$ cat config.mk
export PLATFORM = sky130hd
export DESIGN_NAME = eight_bit_cpu_subset_execute
export DESIGN_NICKNAME = d
export VERILOG_FILES = /design/src/ebcx_pkg.sv /design/src/eight_bit_cpu_subset_execute.sv
export SDC_FILE = /design/constraint.sdc
export NUM_CORES = 1
export LEC_CHECK = 0
export CAP_MARGIN = 20
export CORE_AREA = 5 5 182 184
export CTS_CLUSTER_DIAMETER = 80
export CTS_CLUSTER_SIZE = 16
export DETAILED_ROUTE_END_ITERATION = 10
export DIE_AREA = 0 0 187 189
export DONT_BUFFER_PORTS = 1
export PLACE_DENSITY = 0.65
export SLEW_MARGIN = 40
export SYNTH_ARGS = -nofsm -noshare
export SYNTH_HDL_FRONTEND = slang
export SYNTH_SLANG_ARGS = --single-unit
$ cat constraint.sdc
create_clock -name clk -period 12.45 [get_ports clk]
set_input_delay 3.735 -clock clk [delete_from_list [all_inputs] [get_ports clk]]
set_output_delay 3.735 -clock clk [all_outputs]
set_load 0.03 [all_outputs]
$ cat src/ebcx_pkg.sv
`timescale 1ns / 1ps
`default_nettype none
// ----------------------------------------------------------------------------
// ebcx_pkg
// Shared constants for the eight-bit CPU subset execute block: field widths,
// stream packing, flag positions, opcodes and configuration register indexes.
// ----------------------------------------------------------------------------
package ebcx_pkg;

  localparam int DATA_W          = 8;
  localparam int ADDR_W          = 14;
  localparam int FLAG_W          = 4;
  localparam int STACK_DEPTH_DEF = 8;

  localparam int IN_TDATA_W  = 24;
  localparam int OUT_FIELD_W = ADDR_W + 4 * DATA_W + FLAG_W + 2;
  localparam int OUT_TDATA_W = ((OUT_FIELD_W + 7) / 8) * 8;

  localparam int CFG_IDX_W  = 3;
  localparam int CFG_DATA_W = 14;

  localparam int FL_C = 0;
  localparam int FL_P = 1;
  localparam int FL_Z = 2;
  localparam int FL_S = 3;

  localparam logic CMD_EXEC    = 1'b0;
  localparam logic CMD_RESTART = 1'b1;

  localparam logic [DATA_W-1:0] OP_HLT0 = 8'h00;
  localparam logic [DATA_W-1:0] OP_HLT1 = 8'h01;
  localparam logic [DATA_W-1:0] OP_RLC  = 8'h02;
  localparam logic [DATA_W-1:0] OP_RFC  = 8'h03;
  localparam logic [DATA_W-1:0] OP_ADI  = 8'h04;
  localparam logic [DATA_W-1:0] OP_RST0 = 8'h05;
  localparam logic [DATA_W-1:0] OP_LAI  = 8'h06;
  localparam logic [DATA_W-1:0] OP_RET0 = 8'h07;
  localparam logic [DATA_W-1:0] OP_INB  = 8'h08;
  localparam logic [DATA_W-1:0] OP_DCB  = 8'h09;
  localparam logic [DATA_W-1:0] OP_RRC  = 8'h0a;
  localparam logic [DATA_W-1:0] OP_RFZ  = 8'h0b;
  localparam logic [DATA_W-1:0] OP_ACI  = 8'h0c;
  localparam logic [DATA_W-1:0] OP_RST1 = 8'h0d;
  localparam logic [DATA_W-1:0] OP_LBI  = 8'h0e;
  localparam logic [DATA_W-1:0] OP_RET1 = 8'h0f;
  localparam logic [DATA_W-1:0] OP_LHI  = 8'h2e;
  localparam logic [DATA_W-1:0] OP_LLI  = 8'h36;
  localparam logic [DATA_W-1:0] OP_LAM  = 8'hc7;

  localparam logic [ADDR_W-1:0] RST0_TARGET = 14'h0000;
  localparam logic [ADDR_W-1:0] RST1_TARGET = 14'h0008;

  localparam logic [CFG_IDX_W-1:0] CFG_INIT_ACC   = 3'd0;
  localparam logic [CFG_IDX_W-1:0] CFG_INIT_BREG  = 3'd1;
  localparam logic [CFG_IDX_W-1:0] CFG_INIT_HREG  = 3'd2;
  localparam logic [CFG_IDX_W-1:0] CFG_INIT_LREG  = 3'd3;
  localparam logic [CFG_IDX_W-1:0] CFG_INIT_PC    = 3'd4;
  localparam logic [CFG_IDX_W-1:0] CFG_INIT_FLAGS = 3'd5;

endpackage : ebcx_pkg
`default_nettype wire

$ cat src/eight_bit_cpu_subset_execute.sv
`timescale 1ns / 1ps
`default_nettype none
// ----------------------------------------------------------------------------
// eight_bit_cpu_subset_execute
// Executes one instruction of the supported subset, or a restart, per item.
// The result item becomes valid in the cycle after the input item is accepted.
// Throughput: one item per cycle unless the output stalls; architectural state and the
//   output register are both updated at the accept edge, so a new item may follow at once.
// The single output register frees up in the cycle its item is taken.
// Reset (synchronous): registers, flags, halt mark and the stack all clear.
// ----------------------------------------------------------------------------
module eight_bit_cpu_subset_execute
  import ebcx_pkg::*;
#(
  parameter int STACK_DEPTH = STACK_DEPTH_DEF
) (
  input  wire logic                   clk,
  input  wire logic                   rst,
  input  wire logic                   s_axis_tvalid,
  output      logic                   s_axis_tready,
  // opcode[7:0], immediate[15:8], mem_data[23:16]
  input  wire logic [IN_TDATA_W-1:0]  s_axis_tdata,
  // command[0]
  input  wire logic                   s_axis_tuser,
  output      logic                   m_axis_tvalid,
  input  wire logic                   m_axis_tready,
  // next_pc[13:0], acc[21:14], breg[29:22], hreg[37:30], lreg[45:38],
  // carry_out[46], parity_out[47], zero_out[48], sign_out[49],
  // halted[50], unknown_op[51], zero pad above
  output      logic [OUT_TDATA_W-1:0] m_axis_tdata,
  input  wire logic                   cfg_valid,
  output      logic                   cfg_ready,
  input  wire logic [CFG_IDX_W-1:0]   cfg_index,
  input  wire logic [CFG_DATA_W-1:0]  cfg_data
);

  logic [DATA_W-1:0] init_acc, init_breg, init_hreg, init_lreg;
  logic [ADDR_W-1:0] init_pc;
  logic [FLAG_W-1:0] init_flags;

  logic [DATA_W-1:0] acc_reg, b_reg, h_reg, l_reg;
  logic [FLAG_W-1:0] flag_bits;
  logic              halt_mark;
  logic [ADDR_W-1:0] stack [STACK_DEPTH];

  logic [DATA_W-1:0] acc_next, b_next, h_next, l_next;
  logic [FLAG_W-1:0] flag_next;
  logic              halt_next;
  logic              unk_next;
  logic [ADDR_W-1:0] stack_next [STACK_DEPTH];

  logic              out_valid;
  logic [OUT_TDATA_W-1:0] out_data;

  logic              in_accept;
  logic [DATA_W-1:0] opcode, immediate, mem_data;
  logic [ADDR_W-1:0] pc1, pc2;
  logic [DATA_W:0]   sum;
  logic [DATA_W-1:0] b_inc, b_dec;

  assign opcode    = s_axis_tdata[7:0];
  assign immediate = s_axis_tdata[15:8];
  assign mem_data  = s_axis_tdata[23:16];

  assign s_axis_tready = !out_valid || m_axis_tready;
  assign in_accept     = s_axis_tvalid && s_axis_tready;
  assign m_axis_tvalid = out_valid;
  assign m_axis_tdata  = out_data;
  assign cfg_ready     = 1'b1;

  assign pc1   = stack[0] + ADDR_W'(1);
  assign pc2   = stack[0] + ADDR_W'(2);
  assign b_inc = b_reg + DATA_W'(1);
  assign b_dec = b_reg - DATA_W'(1);
  assign sum   = {1'b0, acc_reg} + {1'b0, immediate}
               + ((opcode == OP_ACI) ? (DATA_W+1)'(flag_bits[FL_C]) : '0);

  function automatic logic [FLAG_W-1:0] pzs_flags(input logic [DATA_W-1:0] r,
                                                   input logic c);
    logic [FLAG_W-1:0] f;
    f       = '0;
    f[FL_C] = c;
    f[FL_P] = ~^r;
    f[FL_Z] = (r == '0);
    f[FL_S] = r[DATA_W-1];
    return f;
  endfunction

  always_comb begin
    acc_next  = acc_reg;
    b_next    = b_reg;
    h_next    = h_reg;
    l_next    = l_reg;
    flag_next = flag_bits;
    halt_next = halt_mark;
    unk_next  = 1'b0;
    for (int i = 0; i < STACK_DEPTH; i++) begin
      stack_next[i] = stack[i];
    end
    if (s_axis_tuser == CMD_RESTART) begin
      acc_next  = init_acc;
      b_next    = init_breg;
      h_next    = init_hreg;
      l_next    = init_lreg;
      flag_next = init_flags;
      halt_next = 1'b0;
      for (int i = 1; i < STACK_DEPTH; i++) begin
        stack_next[i] = '0;
      end
      stack_next[0] = init_pc;
    end else if (!halt_mark) begin
      stack_next[0] = pc1;
      case (opcode)
        OP_HLT0, OP_HLT1: begin
          halt_next = 1'b1;
        end
        OP_RLC: begin
          flag_next[FL_C] = acc_reg[DATA_W-1];
          acc_next        = {acc_reg[DATA_W-2:0], acc_reg[DATA_W-1]};
        end
        OP_RRC: begin
          flag_next[FL_C] = acc_reg[0];
          acc_next        = {acc_reg[0], acc_reg[DATA_W-1:1]};
        end
        OP_RFC, OP_RFZ, OP_RET0, OP_RET1: begin
          if ((opcode == OP_RET0) || (opcode == OP_RET1) ||
              ((opcode == OP_RFC) && !flag_bits[FL_C]) ||
              ((opcode == OP_RFZ) && !flag_bits[FL_Z])) begin
            for (int i = 0; i < STACK_DEPTH - 1; i++) begin
              stack_next[i] = stack[i+1];
            end
          end
        end
        OP_ADI, OP_ACI: begin
          acc_next      = sum[DATA_W-1:0];
          flag_next     = pzs_flags(sum[DATA_W-1:0], sum[DATA_W]);
          stack_next[0] = pc2;
        end
        OP_RST0, OP_RST1: begin
          for (int i = 2; i < STACK_DEPTH; i++) begin
            stack_next[i] = stack[i-1];
          end
          stack_next[1] = pc1;
          stack_next[0] = (opcode == OP_RST1) ? RST1_TARGET : RST0_TARGET;
        end
        OP_LAI: begin
          acc_next      = immediate;
          stack_next[0] = pc2;
        end
        OP_LBI: begin
          b_next        = immediate;
          stack_next[0] = pc2;
        end
        OP_LHI: begin
          h_next        = immediate;
          stack_next[0] = pc2;
        end
        OP_LLI: begin
          l_next        = immediate;
          stack_next[0] = pc2;
        end
        OP_LAM: begin
          acc_next = mem_data;
        end
        OP_INB: begin
          b_next    = b_inc;
          flag_next = pzs_flags(b_inc, flag_bits[FL_C]);
        end
        OP_DCB: begin
          b_next    = b_dec;
          flag_next = pzs_flags(b_dec, flag_bits[FL_C]);
        end
        default: begin
          unk_next = 1'b1;
        end
      endcase
    end
  end

  always_ff @(posedge clk) begin
    if (rst) begin
      init_acc   <= '0;
      init_breg  <= '0;
      init_hreg  <= '0;
      init_lreg  <= '0;
      init_pc    <= '0;
      init_flags <= '0;
    end else if (cfg_valid && cfg_ready) begin
      case (cfg_index)
        CFG_INIT_ACC:   init_acc   <= cfg_data[DATA_W-1:0];
        CFG_INIT_BREG:  init_breg  <= cfg_data[DATA_W-1:0];
        CFG_INIT_HREG:  init_hreg  <= cfg_data[DATA_W-1:0];
        CFG_INIT_LREG:  init_lreg  <= cfg_data[DATA_W-1:0];
        CFG_INIT_PC:    init_pc    <= cfg_data[ADDR_W-1:0];
        CFG_INIT_FLAGS: init_flags <= cfg_data[FLAG_W-1:0];
        default: ;
      endcase
    end
  end

  always_ff @(posedge clk) begin
    if (rst) begin
      acc_reg   <= '0;
      b_reg     <= '0;
      h_reg     <= '0;
      l_reg     <= '0;
      flag_bits <= '0;
      halt_mark <= 1'b0;
      for (int i = 0; i < STACK_DEPTH; i++) begin
        stack[i] <= '0;
      end
    end else if (in_accept) begin
      acc_reg   <= acc_next;
      b_reg     <= b_next;
      h_reg     <= h_next;
      l_reg     <= l_next;
      flag_bits <= flag_next;
      halt_mark <= halt_next;
      for (int i = 0; i < STACK_DEPTH; i++) begin
        stack[i] <= stack_next[i];
      end
    end
  end

  always_ff @(posedge clk) begin
    if (rst) begin
      out_valid <= 1'b0;
    end else if (in_accept) begin
      out_valid <= 1'b1;
    end else if (m_axis_tready) begin
      out_valid <= 1'b0;
    end
  end

  always_ff @(posedge clk) begin
    if (in_accept) begin
      out_data <= OUT_TDATA_W'({unk_next, halt_next,
                                flag_next[FL_S], flag_next[FL_Z],
                                flag_next[FL_P], flag_next[FL_C],
                                l_next, h_next, b_next, acc_next,
                                stack_next[0]});
    end
  end

  a_result_follows: assert property (@(posedge clk) disable iff (rst)
    in_accept |=> m_axis_tvalid)
    else $error("accepted item produced no result");

  a_restart_clears_halt: assert property (@(posedge clk) disable iff (rst)
    in_accept && (s_axis_tuser == CMD_RESTART) |=> !halt_mark)
    else $error("restart left halt mark set");

  a_halt_freezes: assert property (@(posedge clk) disable iff (rst)
    in_accept && halt_mark && (s_axis_tuser == CMD_EXEC)
    |=> $stable(acc_reg) && $stable(b_reg) && $stable(flag_bits)
        && (stack[0] == $past(stack[0])))
    else $error("halted execute changed state");

  a_halt_not_unknown: assert property (@(posedge clk) disable iff (rst)
    m_axis_tvalid && out_data[50] |-> !out_data[51])
    else $error("halted result flagged unknown opcode");

  a_rst_push: assert property (@(posedge clk) disable iff (rst)
    in_accept && !halt_mark && (s_axis_tuser == CMD_EXEC) && (opcode == OP_RST1)
    |=> (stack[0] == RST1_TARGET) && (stack[1] == $past(pc1)))
    else $error("restart call did not push return address");

endmodule : eight_bit_cpu_subset_execute
`default_nettype wire

==> results of run 1 <==
==> synth_stat cells, drive strengths merged (5+ instances only) <==
cell type    n  area share (%)
and4         5            0.33
edfxtp     164              37
nand3       38             1.4
nor4        10            0.52
o22ai       26             1.2
a31oi       15            0.71
mux2i       25             1.9
o21ai       33             1.3
mux2        19             1.6
o211ai       7            0.40
buf         31             1.4
nor3        17            0.81
and3        22             1.0
a21oi       98             3.7
o221ai       7            0.46
nand2b      13            0.61
or2          7            0.33
a22oi       92             5.2
inv         33            0.93
clkbuf      79             2.2
xnor2       34             2.2
a221oi      24             1.6
dfxtp       88              13
nand4        8            0.38
nor2b        7            0.33
and2        13            0.61
nor2       153             4.3
nand2      196             5.5
ha          23             2.2
xor2        15            0.99
o21a         6            0.34
==> metal layers <==
metal  wire (um)  GRT usage [%]  up-vias
met2       17500           33.1      411
met3        2750           3.87       90
met5           0              0        -
li1            -              -     4900
met4        1470           7.57        0
met1       15400           26.0     5026
==> path summary, 6_finish.rpt <==
| path | start | to | slack [ps] | depth (start not counted) |
|---|---|---|---|---|
| setup / recovery | m_axis_tready | s_axis_tready | 4660 | 1 |
| hold / removal | init_breg[7]$_SDFFE_PP0P_ | init_breg[7]$_SDFFE_PP0P_ | 460 | 2 |
| setup reg to reg | m_axis_tvalid$_SDFFE_PP0P_ | stack[0][41]$_SDFFCE_PP0P_ | 9110 | 7 |
| hold reg to reg | init_breg[7]$_SDFFE_PP0P_ | init_breg[7]$_SDFFE_PP0P_ | 460 | 2 |
==> cell type report <==
type / count / area share, %
Clock buffer: 33 / 4.19
Clock inverter: 5 / 0.372
Inverter: 34 / 0.913
Multi-Input combinational cell: 984 / 42.7
Sequential cell: 252 / 47.4
Tap cell: 402 / 3.56
Timing Repair Buffer: 16 / 0.913
==> power by group through the flow <==
| stage | sequential [mW] | clock [mW] | combinational, mW |
|---|---|---|---|
| after floorplan | 0.992 | 0 | 0.136 |
| after global routing | 0.993 | 0.697 | 0.174 |
| final | 0.989 | 0.653 | 0.157 |
| after CTS | 0.989 | 0.666 | 0.157 |
| after global placement | 1.01 | 0 | 0.155 |
| after detailed placement | 1.01 | 0 | 0.156 |
==> worst reg2reg max path, stage by stage, from the launching register on <==
cell and delay [ps]:
dfxtp_1 520, nand2b_1 310, nand2_1 150, buf_4 320
clkinv_2 410, o21ai_0 290, nand2_2 530, buf_4 510
==> through the flow <==
step                      hold WS, ps  cells  setup WS [ps]  total power [mW]
after floorplan                   433   1380           3610              1.13
after global placement            442   1686           4660              1.16
after detailed placement          447   1687           4660              1.16
after CTS                         458   1725           4660              1.81
after global routing              477   1726           4630              1.86
final                             461   1726           4660              1.80
==> cells by family after synthesis <==
logic type	synth area share [%]
flops	50.4
simple gates	17.2
fa+ha+maj	2.47
compound gates	18.4
other cells	0.0566
mux	3.50
xor+xnor	3.40
buf+inv	4.58
==> out/metrics.csv, run 1 <==
stage,metric,value,unit
outcome,status,"complete, no violations",
timing,skew,11.3,ps
power,vdd_drop_max,91.1,uV
drt,dr.pass1.iters,6,
setup_path,slowest_stage,nand2b_1,
placement,port_buffers,0,
power,powerDensity,127,nW/um2
layout,fill_cells,3005,
layout,syn_to_final_growth,6.38,%
grt,grt_pass1_wl,57400,um
job,cap_violations,0,
placement,placed_cell_area,13400,um2
timing,maxSlewHeadroom,47.4,%
logic_synthesis,ys.flop_type,edfxtp_1,
die,die_width,187,um
logic_synthesis,ys_warn_count,0,
power,clockPowerShare,36.3,%
cts,cts-root-buf,clkbuf_16,
cts,cts_setup_buffers,0,
setup_path,cp_top_family,simple AND/OR/NAND/NOR gates,
timing,period_needed,7790,ps
setup_path,crit_path_start_kind,input port,
logic_synthesis,syn_avg_cell_area,9.63,um2
setup_path,endpoint_kind,primary output,
setup_path,cpPeakStageDelay,320,ps
setup_path,path_max_fanout,3,
power,p_seq_share,55.0,%
cts,cts_buffers,21,
timing,setup_viol,0,
layout,final_cell_area,14100,um2
power,combPwrFrac,8.7,%
logic_synthesis,ys_seq_area_share,50.4,%
timing,drv_slew,0,
die,dieArea,35300,um2
setup_path,crit_required,8710,ps
setup_path,crit_arrival,4050,ps
drt,drt_iter0_markers,926,
layout,nets,1381,
logic_synthesis,synth_cell_types,80,
die,ios,106,
timing,timing.fmax,128,MHz
timing,setup_tns,0,ps
placement,dp_hpwl,24900,um
layout,final_common_cell,nand2_1,
cts,htreeDepth,1,
drt,drc,0,
power,power.internal,1.33,mW
cts,clkSinkCount,252,
layout,fin_util,45.2,%
logic_synthesis,ys_async_sr_fraction,0,%
grt,grt_util_all_layers,19.9,%
cts,post_cts_resized,0,
cts,path_clk_slew,70,ps
grt,grt_antenna_before_repair,0,
logic_synthesis,synthCells,1377,
cts,cts_tree,done,
layout,final_layout_size_suffix_gt1_share,6.57,%
layout,n_antenna_cell,0,
cts,postCtsHoldBufs,0,
timing,rsz0062_at_grt,false,
logic_synthesis,synth_area,13300,um2
cts,worstSkewPairLatency,520,ps
grt,grt_max_degree,97,
drt,drtAntennaViolNets,0,
setup_path,crit_buf_inv,0,
die,die_y,189,um
layout,regMostFlops,stack,
timing,finalHoldViolCount,0,
power,switching_share,26.2,%
layout,ff_latch_area,6690,um2
setup_path,path_cells,nand2b_1,
timing,finalCritPeriodShare,62.6,%
drt,vias_per_cell,6.04,
die,core-area,31200,um2
timing,worstMarginPinSlew,786,ps
layout,largest_reg_flops,112,
layout,mostFrequentLayoutCells,"195 x nand2_1, 164 x edfxtp_1, 152 x nor2_1, 98 x a21oi_1, 92 x a22oi_1",
cts,cts_buffer_depth,3,
drt,routed_wl,37100,um
logic_synthesis,ys_seq_elements,252,
logic_synthesis,synth_edf_count,164,
placement,globalplace.congestion,0.924,
grt,grt_pass1_vias,9826,
die,initial_core_util,42.5,%
drt,wl_per_cell,21.5,um
drt,via_count,10400,
worst_hold_path,hold_path_class,flop to flop,
die,std_cell_rows,65,
power,switchingPower,0.471,mW
power,p_leak,4.71,nW
setup_path,critical_path_class,input port to primary output,
layout,multi_input_area,6020,um2
grt,grt-ovfl-total,0,
(Power assumes the default switching activity.)
==> run 2, diff against run 1 <==
PLACE_DENSITY = 0.67   (was 0.65)
clock period = 7.1 ns   (was 12.45 ns; I/O delays follow)
==> out/metrics.csv, run 2 (same netlist as run 1, synthesis figures left out) <==
stage,metric,value,unit
outcome,status,"complete, no violations",
die,die_y,189,um
timing,worstMarginPinSlew,808,ps
drt,drtAntennaViolNets,0,
die,std_cell_rows,65,
drt,via_count,10500,
timing,setup_viol,0,
layout,largest_reg_flops,112,
layout,n_antenna_cell,0,
timing,finalHoldViolCount,0,
setup_path,cpPeakStageDelay,650,ps
timing,skew,9.50,ps
timing,drv_slew,0,
setup_path,crit_top_cell,xnor2_1,
drt,vias_per_cell,6.08,
layout,nets,1382,
setup_path,path_cells,or4_4 > nor3_4 > nand3_1 > fa_1 > inv_1 > fa_1 > a21o_1 > a21oi_1 > xnor2_1 > inv_1 > ha_1 > xnor2_1 > xnor2_1 > o21ai_0 > a21oi_1 > o31ai_1,
die,core-area,31200,um2
setup_path,crit_arrival,5540,ps
timing,timing.fmax,190,MHz
grt,grt_pass1_vias,10200,
layout,final_common_cell,nand2_1,
job,cap_violations,0,
cts,cts_tree,done,
setup_path,cp_top_family,simple AND/OR/NAND/NOR gates,
cts,cts_buffer_depth,3,
placement,globalplace.congestion,0.875,
cts,postCtsHoldBufs,0,
drt,routed_wl,37600,um
die,die_width,187,um
cts,clkSinkCount,252,
timing,rsz0062_at_grt,false,
power,vdd_drop_max,199,uV
timing,period_needed,5280,ps
drt,wl_per_cell,21.8,um
cts,path_clk_slew,70,ps
power,p_leak,4.70,nW
layout,mostFrequentLayoutCells,"195 x nand2_1, 164 x edfxtp_1, 152 x nor2_1, 98 x a21oi_1, 92 x a22oi_1",
grt,grt_max_degree,84,
drt,drt_iter0_markers,1027,
power,total_power,3.11,mW
cts,htreeDepth,1,
cts,cts-root-buf,clkbuf_16,
grt,grt-ovfl-total,0,
placement,dp_hpwl,25800,um
setup_path,crit_required,7360,ps
cts,cts_setup_buffers,0,
die,initial_core_util,42.5,%
timing,setup_tns,0,ps
layout,final_layout_size_suffix_gt1_share,6.42,%
cts,worstSkewPairLatency,520,ps
cts,cts_buffers,20,
cts,post_cts_resized,0,
setup_path,crit_buf_inv,2,
layout,fill_cells,2985,
drt,dr.pass1.iters,5,
setup_path,endpoint_kind,flop,
grt,grt_antenna_before_repair,0,
layout,regMostFlops,stack,
timing,finalCritPeriodShare,74.3,%
drt,drc,0,
die,ios,106,
setup_path,critical_path_class,input port to flop,
timing,maxSlewHeadroom,45.9,%
placement,port_buffers,0,
worst_hold_path,hold_path_class,flop to flop,
setup_path,slowest_stage,or4_4,
setup_path,reg2reg_slack,3940,ps
layout,fin_util,45.1,%
power,powerDensity,220,nW/um2
setup_path,crit_path_start_kind,input port,
grt,grt_pass1_wl,58200,um
setup_path,path_max_fanout,11,
grt,grt_util_all_layers,20.2,%
die,dieArea,35300,um2
layout,syn_to_final_growth,6.19,%
==> run 2: final timing paths <==
kind | from | endpoint | depth (start not counted)
worst max-delay path | s_axis_tdata[5] | m_axis_tdata[47]$_DFFE_PP_ | 16
worst min-delay path | init_pc[11]$_SDFFE_PP0P_ | init_pc[11]$_SDFFE_PP0P_ | 2
worst max register to register | acc_reg[0]$_SDFFE_PP0P_ | m_axis_tdata[47]$_DFFE_PP_ | 13
worst min register to register | init_pc[11]$_SDFFE_PP0P_ | init_pc[11]$_SDFFE_PP0P_ | 2
==> run 2: power by group <==
group	leakage [nW]	internal, mW	switching, mW
registers	2.43	1.64	0.0971
logic	1.98	0.103	0.173
clock network	0.284	0.556	0.538
total	4.70	2.30	0.808
==> run 2: layout make-up <==
cell class,count,area (um2),area share (%)
Sequential cell,252,6690,47.5
Tap cell,402,503,3.57
Multi-Input combinational cell,984,6020,42.7
Clock buffer,33,571,4.05
Timing Repair Buffer,18,155,1.10
Clock inverter,3,25.0,0.178
Inverter,34,129,0.915
==> run 2: per-layer routing <==
layer / up-vias / share of wire [%] / track usage [%]
met1: 5065 / 41 / 25.7
met3: 93 / 7.9 / 4.54
met4: 0 / 4.2 / 8.05
met2: 428 / 47 / 33.7
met5: - / 0 / 0
li1: 4905 / - / -
==> run 2: stage by stage <==
step	instance area [um2]	hold WS (ps)	std cells	setup WS, ps
after floorplan	13300	433	1380	439
final	14100	449	1726	1820
after global routing	14100	482	1726	1530
after detailed placement	13500	443	1690	1330
after global placement	13500	441	1688	1410
after CTS	14100	454	1726	1870
==> run 2: tightest hold or removal path: stages (launching register included) <==
cell,delay (ps)
dfxtp_1,310
nand2_1,50
a21oi_1,50
